$ cat src/hdl/bole_pkg.sv
// ----------------------------------------------------------------------------
// bole_pkg
// Shared types and constants for the bounded ordered list engine.
// ----------------------------------------------------------------------------
package bole_pkg;

  localparam int unsigned CAPACITY_DEFAULT = 64;
  localparam int unsigned WORD_W           = 32;
  localparam int unsigned POS_W            = 16;
  localparam int unsigned COUNT_W          = 7;

  typedef enum logic [1:0] {
    OP_APPEND      = 2'd0,
    OP_REMOVE_LAST = 2'd1,
    OP_FIND_REMOVE = 2'd2,
    OP_INSERT      = 2'd3
  } op_e;

  typedef enum logic [1:0] {
    ST_OK        = 2'd0,
    ST_EMPTY     = 2'd1,
    ST_NOT_FOUND = 2'd2,
    ST_FULL      = 2'd3
  } status_e;

  // Command broadcast to every cell during the apply cycle
  typedef struct packed {
    logic insert;  // open a slot at the insert index and load the new word
    logic remove;  // close the gap at the first matching entry
  } cell_cmd_t;

endpackage

$ cat src/hdl/bole_cell.sv
// ----------------------------------------------------------------------------
// bole_cell
// One list slot: holds a word, compares it against the search key, and
// shifts towards either neighbour on insert or remove.
// ----------------------------------------------------------------------------
module bole_cell
  import bole_pkg::*;
#(
  parameter int unsigned IDX = 0,
  parameter int unsigned IW  = 6,
  parameter int unsigned CW  = 7
) (
  input  logic              clk_i,
  input  cell_cmd_t         cmd_i,
  input  logic [IW-1:0]     ins_idx_i,
  input  logic [CW-1:0]     len_i,
  input  logic [WORD_W-1:0] key_i,
  input  logic [WORD_W-1:0] load_i,
  input  logic [WORD_W-1:0] left_i,
  input  logic [WORD_W-1:0] right_i,
  input  logic              found_i,
  input  logic [WORD_W-1:0] tap_i,
  output logic [WORD_W-1:0] data_o,
  output logic              found_o,
  output logic [WORD_W-1:0] tap_o
);

  localparam logic [IW-1:0] MY_IDX   = IW'(IDX);
  localparam logic [CW-1:0] MY_IDX_C = CW'(IDX);

  logic [WORD_W-1:0] data_q, data_d;
  logic              match_q, match_d;
  logic              last_q, last_d;

  // Occupied slots only; the rear slot flags itself for remove last
  assign match_d = (data_q == key_i) && (MY_IDX_C < len_i);
  assign last_d  = (MY_IDX_C == (len_i - CW'(1)));

  assign found_o = found_i | match_q;
  assign tap_o   = tap_i | (last_q ? data_q : '0);
  assign data_o  = data_q;

  always_comb begin
    data_d = data_q;
    if (cmd_i.insert) begin
      if (MY_IDX > ins_idx_i) begin
        data_d = left_i;
      end else if (MY_IDX == ins_idx_i) begin
        data_d = load_i;
      end
    end else if (cmd_i.remove && found_o) begin
      data_d = right_i;
    end
  end

  always_ff @(posedge clk_i) begin
    data_q  <= data_d;
    match_q <= match_d;
    last_q  <= last_d;
  end

endmodule

$ cat config.mk
export PLATFORM = sky130hd
export DESIGN_NAME = bole_cell
export DESIGN_NICKNAME = d
export VERILOG_FILES = /design/src/hdl/bole_pkg.sv /design/src/hdl/bole_cell.sv
export SDC_FILE = /design/constraint.sdc
export NUM_CORES = 1
export LEC_CHECK = 0
export ABC_AREA = 1
export BUFFER_PORTS_ARGS = -buffer_cell sky130_fd_sc_hd__buf_2
export CELL_PAD_IN_SITES_DETAIL_PLACEMENT = 1
export CELL_PAD_IN_SITES_GLOBAL_PLACEMENT = 1
export CORE_UTILIZATION = 24
export CTS_BUF_LIST = sky130_fd_sc_hd__clkbuf_16
export CTS_CLUSTER_SIZE = 12
export DETAILED_ROUTE_END_ITERATION = 8
export GPL_TIMING_DRIVEN = 0
export PLACE_DENSITY = 0.95
export SLEW_MARGIN = 20
export SYNTH_ARGS = -nofsm -noshare
export SYNTH_HDL_FRONTEND = slang
export SYNTH_SLANG_ARGS = --single-unit
$ cat constraint.sdc
create_clock -name clk_i -period 3 [get_ports clk_i]
set_input_delay 0.6 -clock clk_i [delete_from_list [all_inputs] [get_ports clk_i]]
set_output_delay 0.6 -clock clk_i [all_outputs]
set_load 0.01 [all_outputs]
* Word level (Yosys, flattened, before mapping) *
Cells that the tools add are included.

word-level totals
  flip-flop bits (word level) = 34
  input port bits = 177

operators by class
  add/subtract/negate cells = 1
  order comparisons = 2
  eq/ne operators = 2
  multiplexer cells = 5
  bitwise gates (word level) = 2
  reduce and logical (&&, ||, !) cells = 6

operators by type and width
  cell                   number
  $mux W32               5
  $eq A32 B32 Y1         1
  $or A32 B32 Y32        1
  $logic_not A7 Y1       1
  $lt A1 B7 Y1 const A   1
  $sub A7 B1 Y7 const B  1
  $gt A1 B6 Y1 const A   1
  $logic_not A6 Y1       1
  $ne A3 B1 Y1 const B   1
  $logic_and A1 B1 Y1    2
  $reduce_and A2 Y1      1
  $reduce_bool A2 Y1     1
  $or A1 B1 Y1           1

* Longest topological paths before layout *
Gate-level depths: netlist of the first run.

  depth in word-level cells = 4
  depth in mapped cells = 8
  mapped depth without buffers = 8

* Worst setup path after synthesis of the first run *
No wires, ideal clock.

  path type = input to register
  from = input port cmd_i[1] (netlist bit)
  to = register data_q[0], in the netlist data_o[0] (enable)
  setup time = 0.389 ns
  arrival = 1.767 ns
  path slack = 0.844 ns
  stages = 5
  buffers on the path = 1
  cell sequence = buf_2 -> inv_2 -> nor4_1 -> nand2_1 -> nand2_1

on the way
  longest elaborated chain between the ends = 2
  elaborated cells on any way between the ends = 3
  classes of those cells = eq/ne: 1; reduce/logical: 2

RTL lines
  what                                                          RTL line         RTL
  from (decl)                                                   bole_cell.sv:14  input cell_cmd_t cmd_i,
  $ne A3 B1 Y1 (no line) or $reduce_bool A2 Y1 (tied branches)  --
  $reduce_and A2 Y1 (no line) (*)                               --
  to (signal assigned)                                          bole_cell.sv:57  data_q <= data_d;
  to (decl)                                                     bole_cell.sv:31  logic [WORD_W-1:0] data_q, data_d;

Every way passes the cells marked *; elsewhere a longest branch is shown, timed or not.
A chain may end at the register's enable or synchronous reset.

* Worst setup path after layout of the first run *
  from = input port cmd_i[1] (netlist bit)
  to = register data_q[20], in the netlist data_o[20] (enable)

Same word-level chain as after synthesis.

==> results of run 1 <==
## cells in the final DEF, fill, tap and decap left out
cell type / netlist / routed
buf_2: 10 / 218
nand2_1: 176 / 175
inv_1: 48 / 49
edfxtp_1: 32 / 32
o21bai_1: 21 / 21
nor2_1: 21 / 21
a21o_1: 11 / 11
xnor2_1: 8 / 8
clkbuf_16: 0 / 5
nand3_1: 4 / 4
xor2_1: 2 / 2
dfxtp_1: 2 / 2
inv_2: 1 / 1
or2_2: 1 / 1
o21ai_0: 1 / 1
nand4_1: 1 / 1
nor4_1: 1 / 1
nor3_1: 1 / 1
nand2_2: 0 / 1
clkinv_1: 0 / 1
clkinv_2: 0 / 1
## power by group
| part | internal [mW] | switching (mW) | total (mW) |
|---|---|---|---|
| combinational | 0.157 | 0.173 | 0.329 |
| sequential | 0.553 | 0.0212 | 0.574 |
| clock | 0.300 | 0.186 | 0.486 |
| total | 1.01 | 0.380 | 1.39 |
## per-stage QoR
stage,hold WS (ns),worst slack (ns),instances,total power [mW],utilization [%]
6_report,0.576,1.09,686,1.39,39.4
2_1_floorplan,0.700,0.844,341,0.730,-
3_5_place_dp,0.772,0.774,678,0.918,37.9
5_1_grt,0.598,0.935,686,1.46,39.4
4_1_cts,0.571,1.06,686,1.41,39.4
3_3_place_gp,0.772,0.392,678,0.899,37.9
## sequential cells by signal, summed over array words and instances, names as in the netlist
register and cells:
data_o 32, match_q 1, last_q 1
## area by class of cell
cell class | instances | area (sq um) | area share (%)
multi-input combinational | 248 | 1120 | 30.3
timing repair buffer | 208 | 1040 | 28.2
sequential | 34 | 1000 | 27.1
inverter | 49 | 184 | 4.98
tap | 129 | 161 | 4.37
clock buffer | 5 | 125 | 3.39
buffer | 10 | 50.0 | 1.36
clock inverter | 3 | 12.5 | 0.339
## critical path, stage by stage
cell and delay (ns):
buf_2 0.15, inv_2 0.08, nor4_1 0.23, nand2_1 0.10, nand2_2 0.63
## kinds of logic (layout without fill, tap and decap cells)
family | after synthesis | after routing | synth area share (%)
AO/OA/AOI/OAI | 33 | 33 | 10.4
buffers and inverters | 59 | 275 | 9.95
AND/OR/NAND/NOR | 205 | 205 | 33.3
XOR/XNOR | 10 | 10 | 3.73
flip-flops | 34 | 34 | 42.6
## final timing paths
| path | startpoint | to | slack (ns) | depth (start not counted) |
|---|---|---|---|---|
| hold / removal | len_i[0] | last_q | 0.58 | 3 |
| setup / recovery | cmd_i[1] | data_o[20] | 1.09 | 5 |
| setup reg to reg | match_q | data_o[20] | 1.35 | 3 |
| hold reg to reg | data_o[28] | match_q | 0.76 | 5 |
## metal layers
metal  share of wire [%]  wire length, um  GRT usage (%)  vias up
li1                    -                -              -     1472
met1                  37             3590           18.8     1410
met2                  57             5510           39.5      115
met3                 5.5              530           3.26        4
met4                0.57               55           4.35        0
met5                   0                0              0        -
==> impl_metrics.py, run 1 <==
metrics = {
    "final_layout": {
        "drive_above_1_share_pct": 40.8,
        "area_growth_pct": 57.1,
        "nets": 733,
        "filler_cell_count": 1284,
        "antenna_cells": 0,
        "stdcell_area_sq_mm": 0.00369,
    },
    "floorplanning": {
        "die_y_um": 101,
        "start_util_pct": 25.1,
        "die_w_um": 101,
        "core_sq_mm": 0.00937,
        "rows": 35,
        "ios": 242,
        "die_area_sq_mm": 0.0102,
    },
    "cts": {
        "post_cts_buffers": 0,
        "clockBufferDepth": 2,
        "cts-root-buf": "clkbuf_16",
        "clk_latency_ns": 0.27,
        "htree_num_levels": 2,
        "numCtsBuffers": 5,
        "cts_resized": 0,
        "ctsHoldBuffers": 0,
        "clkTransAtPathRegs_ns": 0.05,
        "numClockSinks": 34,
        "cts_tree": "built",
    },
    "route": {
        "antenna_left": 0,
        "via_per_inst": 4.37,
        "drc": 0,
        "drt_iter0_drc": 44,
        "finalWirelength_um": 9690,
        "drtPass1Iterations": 4,
        "vias": 3001,
        "post_drt_wl_per_cell_um": 14.1,
    },
    "critical_path": {
        "required_ns": 2.90,
        "crit_path_end_kind": "register",
        "start_kind": "input pin",
        "path_class": "in2reg",
        "cp_max_fo": 32,
        "crit_arrival_ns": 1.81,
    },
    "global_routing": {
        "grt_pass1_vias": 3167,
        "antenna_found_initial": 0,
        "grt-ovfl-total": 0,
        "grt_max_degree": 33,
        "grt_use_total_pct": 18.8,
        "grt_pass1_wl_um": 14700,
    },
    "run_status": {
        "status": "finished clean",
    },
    "place": {
        "dp_hpwl_um": 8250,
        "portBuffers": 208,
        "gp_congestion": 0.770,
        "placed_area_sq_mm": 0.00356,
    },
    "sta": {
        "finalSetupViolCount": 0,
        "min_period_ns": 1.91,
        "setup-tns-final_ns": 0,
        "tightest_slew_ns": 0.841,
        "maxSlewViolCount": 0,
        "rsz0062_at_grt": "no",
        "fmaxAchievable_mhz": 522,
        "skew_ns": 0.00374,
        "fin_crit_sh_pct": 63.8,
        "slew-limit-headroom_pct": 43.7,
        "hold_viol": 0,
    },
    "logic_synthesis": {
        "yosysTopAreaCellShare_pct": 40.9,
        "yosysMostFrequentCell": "nand2_1",
        "synthFlopType": "edfxtp_1",
        "async_flop_share_pct": 0,
        "syn_inst": 341,
        "synth.largest_area_cell": "edfxtp_1",
        "ys_seq_area_share_pct": 42.6,
        "yosysWarnings": 0,
        "ys_types": 17,
        "ys_ff_latch": 34,
        "avgSynthCellArea_sq_um": 6.89,
        "synth_edf_count": 32,
        "synth_area_leaders": "edfxtp_1, nand2_1, inv_1",
        "synth_common_cells": "nand2_1, inv_1, edfxtp_1, nor2_1, o21bai_1",
        "synth_nets": 518,
        "synthesis.area_sq_mm": 0.00235,
    },
    "flow_run": {
        "maxCapViolations": 0,
    },
    "power": {
        "power_density_mw_per_mm2": 376,
        "leakagePower_nw": 2.18,
        "ir_drop_mv": 0.202,
    },
    "min_path": {
        "hp-class": "in2reg",
    },
}
Power figures use the tool's default switching activity.
==> inputs of run 2 (changes only) <==
--- a/config.mk
+++ b/config.mk
@@ -9,12 +9,12 @@
 export BUFFER_PORTS_ARGS = -buffer_cell sky130_fd_sc_hd__buf_2
 export CELL_PAD_IN_SITES_DETAIL_PLACEMENT = 1
 export CELL_PAD_IN_SITES_GLOBAL_PLACEMENT = 1
-export CORE_UTILIZATION = 24
+export CORE_UTILIZATION = 20
 export CTS_BUF_LIST = sky130_fd_sc_hd__clkbuf_16
 export CTS_CLUSTER_SIZE = 12
 export DETAILED_ROUTE_END_ITERATION = 8
 export GPL_TIMING_DRIVEN = 0
-export PLACE_DENSITY = 0.95
+export PLACE_DENSITY = 0.87
 export SLEW_MARGIN = 20
 export SYNTH_ARGS = -nofsm -noshare
 export SYNTH_HDL_FRONTEND = slang
==> constraint.sdc (replaced) <==
create_clock -name clk_i -period 1.65 [get_ports clk_i]
set_input_delay 0.33 -clock clk_i [delete_from_list [all_inputs] [get_ports clk_i]]
set_output_delay 0.33 -clock clk_i [all_outputs]
set_load 0.01 [all_outputs]
==> run 2 against run 1 <==
  * Worst setup slack worse by 0.97 ns
  * First-iteration DRC count up 68%
  * Power grew 82%
  * Combinational power rose by 79%
  * Largest cell class unchanged
==> impl_metrics.py, run 2 (same netlist as run 1, synthesis figures left out) <==
metrics = {
    "run_status": {
        "status": "finished clean",
    },
    "power": {
        "finalPower_mw": 2.53,
        "leakagePower_nw": 2.19,
        "ir_drop_mv": 0.301,
        "power_density_mw_per_mm2": 678,
    },
    "sta": {
        "fin_crit_sh_pct": 93.0,
        "slew-limit-headroom_pct": 67.0,
        "maxSlewViolCount": 0,
        "skew_ns": 0.00660,
        "finalSetupViolCount": 0,
        "rsz0062_at_grt": "no",
        "hold_viol": 0,
        "tightest_slew_ns": 0.495,
        "min_period_ns": 1.54,
        "fmaxAchievable_mhz": 651,
        "setup-tns-final_ns": 0,
    },
    "global_routing": {
        "grt_max_degree": 33,
        "grt-ovfl-total": 0,
        "antenna_found_initial": 0,
        "grt_use_total_pct": 15.7,
        "grt_pass1_wl_um": 15000,
        "grt_pass1_vias": 2910,
    },
    "final_layout": {
        "nets": 733,
        "layout_commonest_cell": "buf_2",
        "drive_above_1_share_pct": 40.9,
        "largest_reg_flops": 32,
        "antenna_cells": 0,
        "area_growth_pct": 58.5,
        "final_cell_mix": "buf_2, nand2_1, inv_1, edfxtp_1",
        "filler_cell_count": 1513,
    },
    "critical_path": {
        "path_class": "reg2out",
        "r2r_cells": 3,
        "r2r_start": "match_q",
        "r2r-end": "data_o[7]",
        "crit_path_end_kind": "output pin",
        "required_ns": 1.32,
        "start_kind": "register",
        "crit_arrival_ns": 1.21,
        "reg2reg_setup_slack_ns": 0.27,
        "cp_max_fo": 10,
    },
    "min_path": {
        "min_to": "last_q",
        "worstHoldPathCells": 3,
        "hp-class": "in2reg",
        "hp-start": "len_i[0]",
    },
    "cts": {
        "cts-root-buf": "clkbuf_16",
        "clkTransAtPathRegs_ns": 0.05,
        "numClockSinks": 34,
        "ctsHoldBuffers": 0,
        "cts_tree": "built",
        "clk_latency_ns": 0.28,
        "post_cts_buffers": 0,
        "numCtsBuffers": 5,
        "htree_num_levels": 2,
        "clockBufferDepth": 2,
    },
    "place": {
        "portBuffers": 208,
        "dp_hpwl_um": 7830,
        "gp_congestion": 0.740,
    },
    "route": {
        "via_per_inst": 4.12,
        "vias": 2884,
        "post_drt_wl_per_cell_um": 13.6,
        "antenna_left": 0,
        "drc": 0,
        "drt_iter0_drc": 74,
        "drtPass1Iterations": 4,
        "finalWirelength_um": 9530,
    },
    "floorplanning": {
        "die_area_sq_mm": 0.0122,
        "core_sq_mm": 0.0114,
        "rows": 39,
        "die_y_um": 110,
        "ios": 242,
        "start_util_pct": 20.6,
        "die_w_um": 110,
    },
    "flow_run": {
        "maxCapViolations": 0,
    },
}
-- run 2: where the power goes --
group	internal [mW]	switching, mW
Clock	0.546	0.350
Sequential	1.00	0.0378
Combinational	0.285	0.304
-- run 2: cell type report --
class | instances | area [sq um] | share of cell area, %
multi-input combinational | 248 | 1120 | 30.2
sequential | 34 | 1000 | 26.9
inverter | 49 | 184 | 4.94
buffer | 10 | 58.8 | 1.58
clock inverter | 3 | 12.5 | 0.336
clock buffer | 5 | 125 | 3.36
timing repair buffer | 208 | 1040 | 27.9
tap | 143 | 179 | 4.80
-- run 2: worst max-delay path, cell delays in order (launching register included) --
cell	delay, ns
dfxtp_2	0.36
inv_1	0.09
buf_4	0.19
o21bai_1	0.15
buf_2	0.15
-- run 2: timing repair --
action                                  in CTS  in global routing
endpoints found under the setup margin      41                 21
gates resized for setup                      2                  4
gates cloned                                 0                  0
-- run 2: metal layers --
metal,track usage (%),vias to the layer above,wire length (um)
met5,0,-,0
met2,29.4,123,4940
met3,3.02,2,574
met4,3.02,0,31
li1,-,1472,-
met1,18.6,1287,3990
-- run 2: worst max path at each step --
| stage | from | depth (start not counted) | end |
|---|---|---|---|
| after floorplan | cmd_i[1] | 5 | data_o[0] |
| after global routing | last_q | 4 | tap_o[5] |
| after detailed placement | cmd_i[1] | 5 | data_o[3] |
| after global placement | cmd_i[1] | 5 | data_o[26] |
| after CTS | last_q | 4 | tap_o[15] |
| final | last_q | 4 | tap_o[7] |
-- run 2: stage by stage --
stage          instance area, sq um  util (%)  setup WS [ns]  std cells  hold slack [ns]
6_report                       3730      32.6          0.115        700            0.304
5_1_grt                        3730      32.6         0.0149        700            0.319
4_1_cts                        3720      32.6        0.00793        700            0.296
3_3_place_gp                   3570      31.3         -0.288        692            0.585
2_1_floorplan                  2350         -         0.0475        341            0.469
3_5_place_dp                   3570      31.3         -0.322        692            0.585
==> inputs of run 3 (changes only) <==
--- a/config.mk
+++ b/config.mk
@@ -10,12 +10,12 @@
 export CELL_PAD_IN_SITES_DETAIL_PLACEMENT = 1
 export CELL_PAD_IN_SITES_GLOBAL_PLACEMENT = 1
 export CORE_UTILIZATION = 20
-export CTS_BUF_LIST = sky130_fd_sc_hd__clkbuf_16
+export CTS_BUF_LIST = sky130_fd_sc_hd__clkbuf_4 sky130_fd_sc_hd__clkbuf_8
 export CTS_CLUSTER_SIZE = 12
 export DETAILED_ROUTE_END_ITERATION = 8
 export GPL_TIMING_DRIVEN = 0
 export PLACE_DENSITY = 0.87
-export SLEW_MARGIN = 20
+export SLEW_MARGIN = 40
 export SYNTH_ARGS = -nofsm -noshare
 export SYNTH_HDL_FRONTEND = slang
 export SYNTH_SLANG_ARGS = --single-unit
==> run 3 against run 2 <==
  * Worst setup slack got worse by 0.0013 ns
  * Final cell count did not move
  * Sequential share of layout area rose by 0.24 points
  * Sequential cell count did not move
  * Clock skew rose by 0.0033 ns
  * Non-clock buffer count did not move
  * Utilization fell by 0.28 points
  * Die area did not move
  * First-iteration DRC count rose by 39%
  * Combinational power barely moved
  * Global-route usage fell by 0.30 points
  * Clock power fell by 13%
  * Critical path type unchanged
  * Critical endpoint is now tap_o[15]
==> impl_metrics.py, run 3 (same netlist as run 1, synthesis figures left out) <==
metrics = {
    "cts": {
        "clkTransAtPathRegs_ns": 0.07,
        "numCtsBuffers": 5,
        "clk_latency_ns": 0.29,
        "numClockSinks": 34,
        "cts-root-buf": "clkbuf_8",
        "htree_num_levels": 2,
        "ctsHoldBuffers": 0,
        "clockBufferDepth": 2,
        "post_cts_buffers": 0,
        "cts_tree": "built",
    },
    "place": {
        "dp_hpwl_um": 7830,
        "portBuffers": 208,
        "dp_slack_ns": -0.102,
        "gp_congestion": 0.740,
    },
    "floorplanning": {
        "rows": 39,
        "ios": 242,
        "die_w_um": 110,
        "die_area_sq_mm": 0.0122,
        "die_y_um": 110,
        "core_sq_mm": 0.0114,
        "start_util_pct": 20.6,
    },
    "flow_run": {
        "maxCapViolations": 0,
    },
    "sta": {
        "min_period_ns": 1.54,
        "setup_slack_ns": 0.113,
        "slew-limit-headroom_pct": 67.2,
        "fmaxAchievable_mhz": 651,
        "finalSetupViolCount": 0,
        "rsz0062_at_grt": "no",
        "maxSlewViolCount": 0,
        "skew_ns": 0.00988,
        "hold_viol": 0,
        "tightest_slew_ns": 0.492,
        "fin_crit_sh_pct": 93.1,
    },
    "route": {
        "drtPass1Iterations": 6,
        "vias": 2888,
        "drc": 0,
        "finalWirelength_um": 9520,
        "via_per_inst": 4.13,
        "drt_iter0_drc": 103,
        "post_drt_wl_per_cell_um": 13.6,
        "antenna_left": 0,
    },
    "power": {
        "p_sw_share_pct": 28.0,
        "switchingPower_uw": 674,
        "internal_power_mw": 1.73,
        "power_density_mw_per_mm2": 652,
        "ir_drop_mv": 0.233,
        "p_clk_share_pct": 32.3,
        "leakagePower_nw": 2.17,
        "p_seq_share_pct": 43.2,
        "power_frac_comb_pct": 24.4,
    },
    "global_routing": {
        "met1_usage_pct": 17.8,
        "grt_max_degree": 33,
        "grt_pass1_wl_um": 14800,
        "grtUsageMet2_pct": 29.4,
        "antenna_found_initial": 0,
        "grt_pass1_vias": 2896,
        "use_met3_pct": 3.13,
        "top_usage_layer": "met2",
        "grt_use_total_pct": 15.4,
        "grt-ovfl-total": 0,
    },
    "critical_path": {
        "r2r_cells": 3,
        "crit_arrival_ns": 1.21,
        "crit_path_end_kind": "output pin",
        "r2r-end": "data_o[21]",
        "path_class": "reg2out",
        "reg2reg_setup_slack_ns": 0.27,
        "start_kind": "register",
        "cp_max_fo": 10,
        "required_ns": 1.32,
        "r2r_start": "match_q",
    },
    "min_path": {
        "hp-start": "len_i[0]",
        "hp-class": "in2reg",
        "worstHoldPathCells": 3,
        "min_to": "last_q",
    },
    "final_layout": {
        "nets": 733,
        "largest_reg_flops": 32,
        "area_growth_pct": 57.1,
        "final_cell_mix": "buf_2, nand2_1, inv_1, edfxtp_1",
        "layout_commonest_cell": "buf_2",
        "final_util_pct": 32.3,
        "drive_above_1_share_pct": 41.3,
        "antenna_cells": 0,
    },
    "run_status": {
        "status": "finished clean",
    },
}
[run 3: how the worst max path moves through the flow]
| stage | startpoint | depth (start not counted) | end |
|---|---|---|---|
| detailed placement | cmd_i[1] | 5 | data_o[3] |
| CTS | last_q | 4 | tap_o[12] |
| global placement | cmd_i[1] | 5 | data_o[26] |
| global route | last_q | 4 | tap_o[15] |
| finish | last_q | 4 | tap_o[15] |
| floorplan | cmd_i[1] | 5 | data_o[0] |
[run 3: cell type report]
cell class,instances,area (sq um)
well taps,143,179
clock inverters,3,40.0
inverters,49,184
repair buffers,208,1040
fillers,1518,7720
clock buffers,5,68.8
plain buffers,10,55.1
flip-flops and latches,34,1000
multi-input cells,248,1120
[run 3: critical path, stage by stage, from the launching register on]
cell and delay, ns:
dfxtp_2 0.36, inv_1 0.08, buf_4 0.20, o21bai_1 0.14, buf_2 0.15
[run 3: timing repair]
action	CTS	global route
pin swaps	0	1
endpoints found under the setup margin	11	11
resized for setup	2	2
[run 3: metal layers]
metal	vias to the layer above	share of wire (%)	wire length, um
li1	1469	-	-
met4	0	0.44	42
met3	4	6.3	600
met2	120	52	4970
met1	1295	41	3910
met5	-	0	0
[run 3: metrics by stage]
stage	cell area, sq um	power [mW]	hold WS (ns)	instances	setup TNS (ns)
final	3690	2.41	0.297	700	0
after global routing	3690	2.55	0.296	700	0
after CTS	3690	2.45	0.278	700	0
after floorplan	2350	1.33	0.469	341	0
after detailed placement	3580	1.66	0.584	692	-3.17
after global placement	3570	1.64	0.585	692	-9.17
[run 3: power groups by stage]
| stage | Clock [mW] | Combinational [mW] | Sequential (mW) |
|---|---|---|---|
| CTS | 0.812 | 0.601 | 1.04 |
| global route | 0.841 | 0.664 | 1.05 |
| floorplan | 0 | 0.253 | 1.07 |
| finish | 0.778 | 0.588 | 1.04 |
| detailed placement | 0 | 0.599 | 1.06 |
| global placement | 0 | 0.580 | 1.06 |
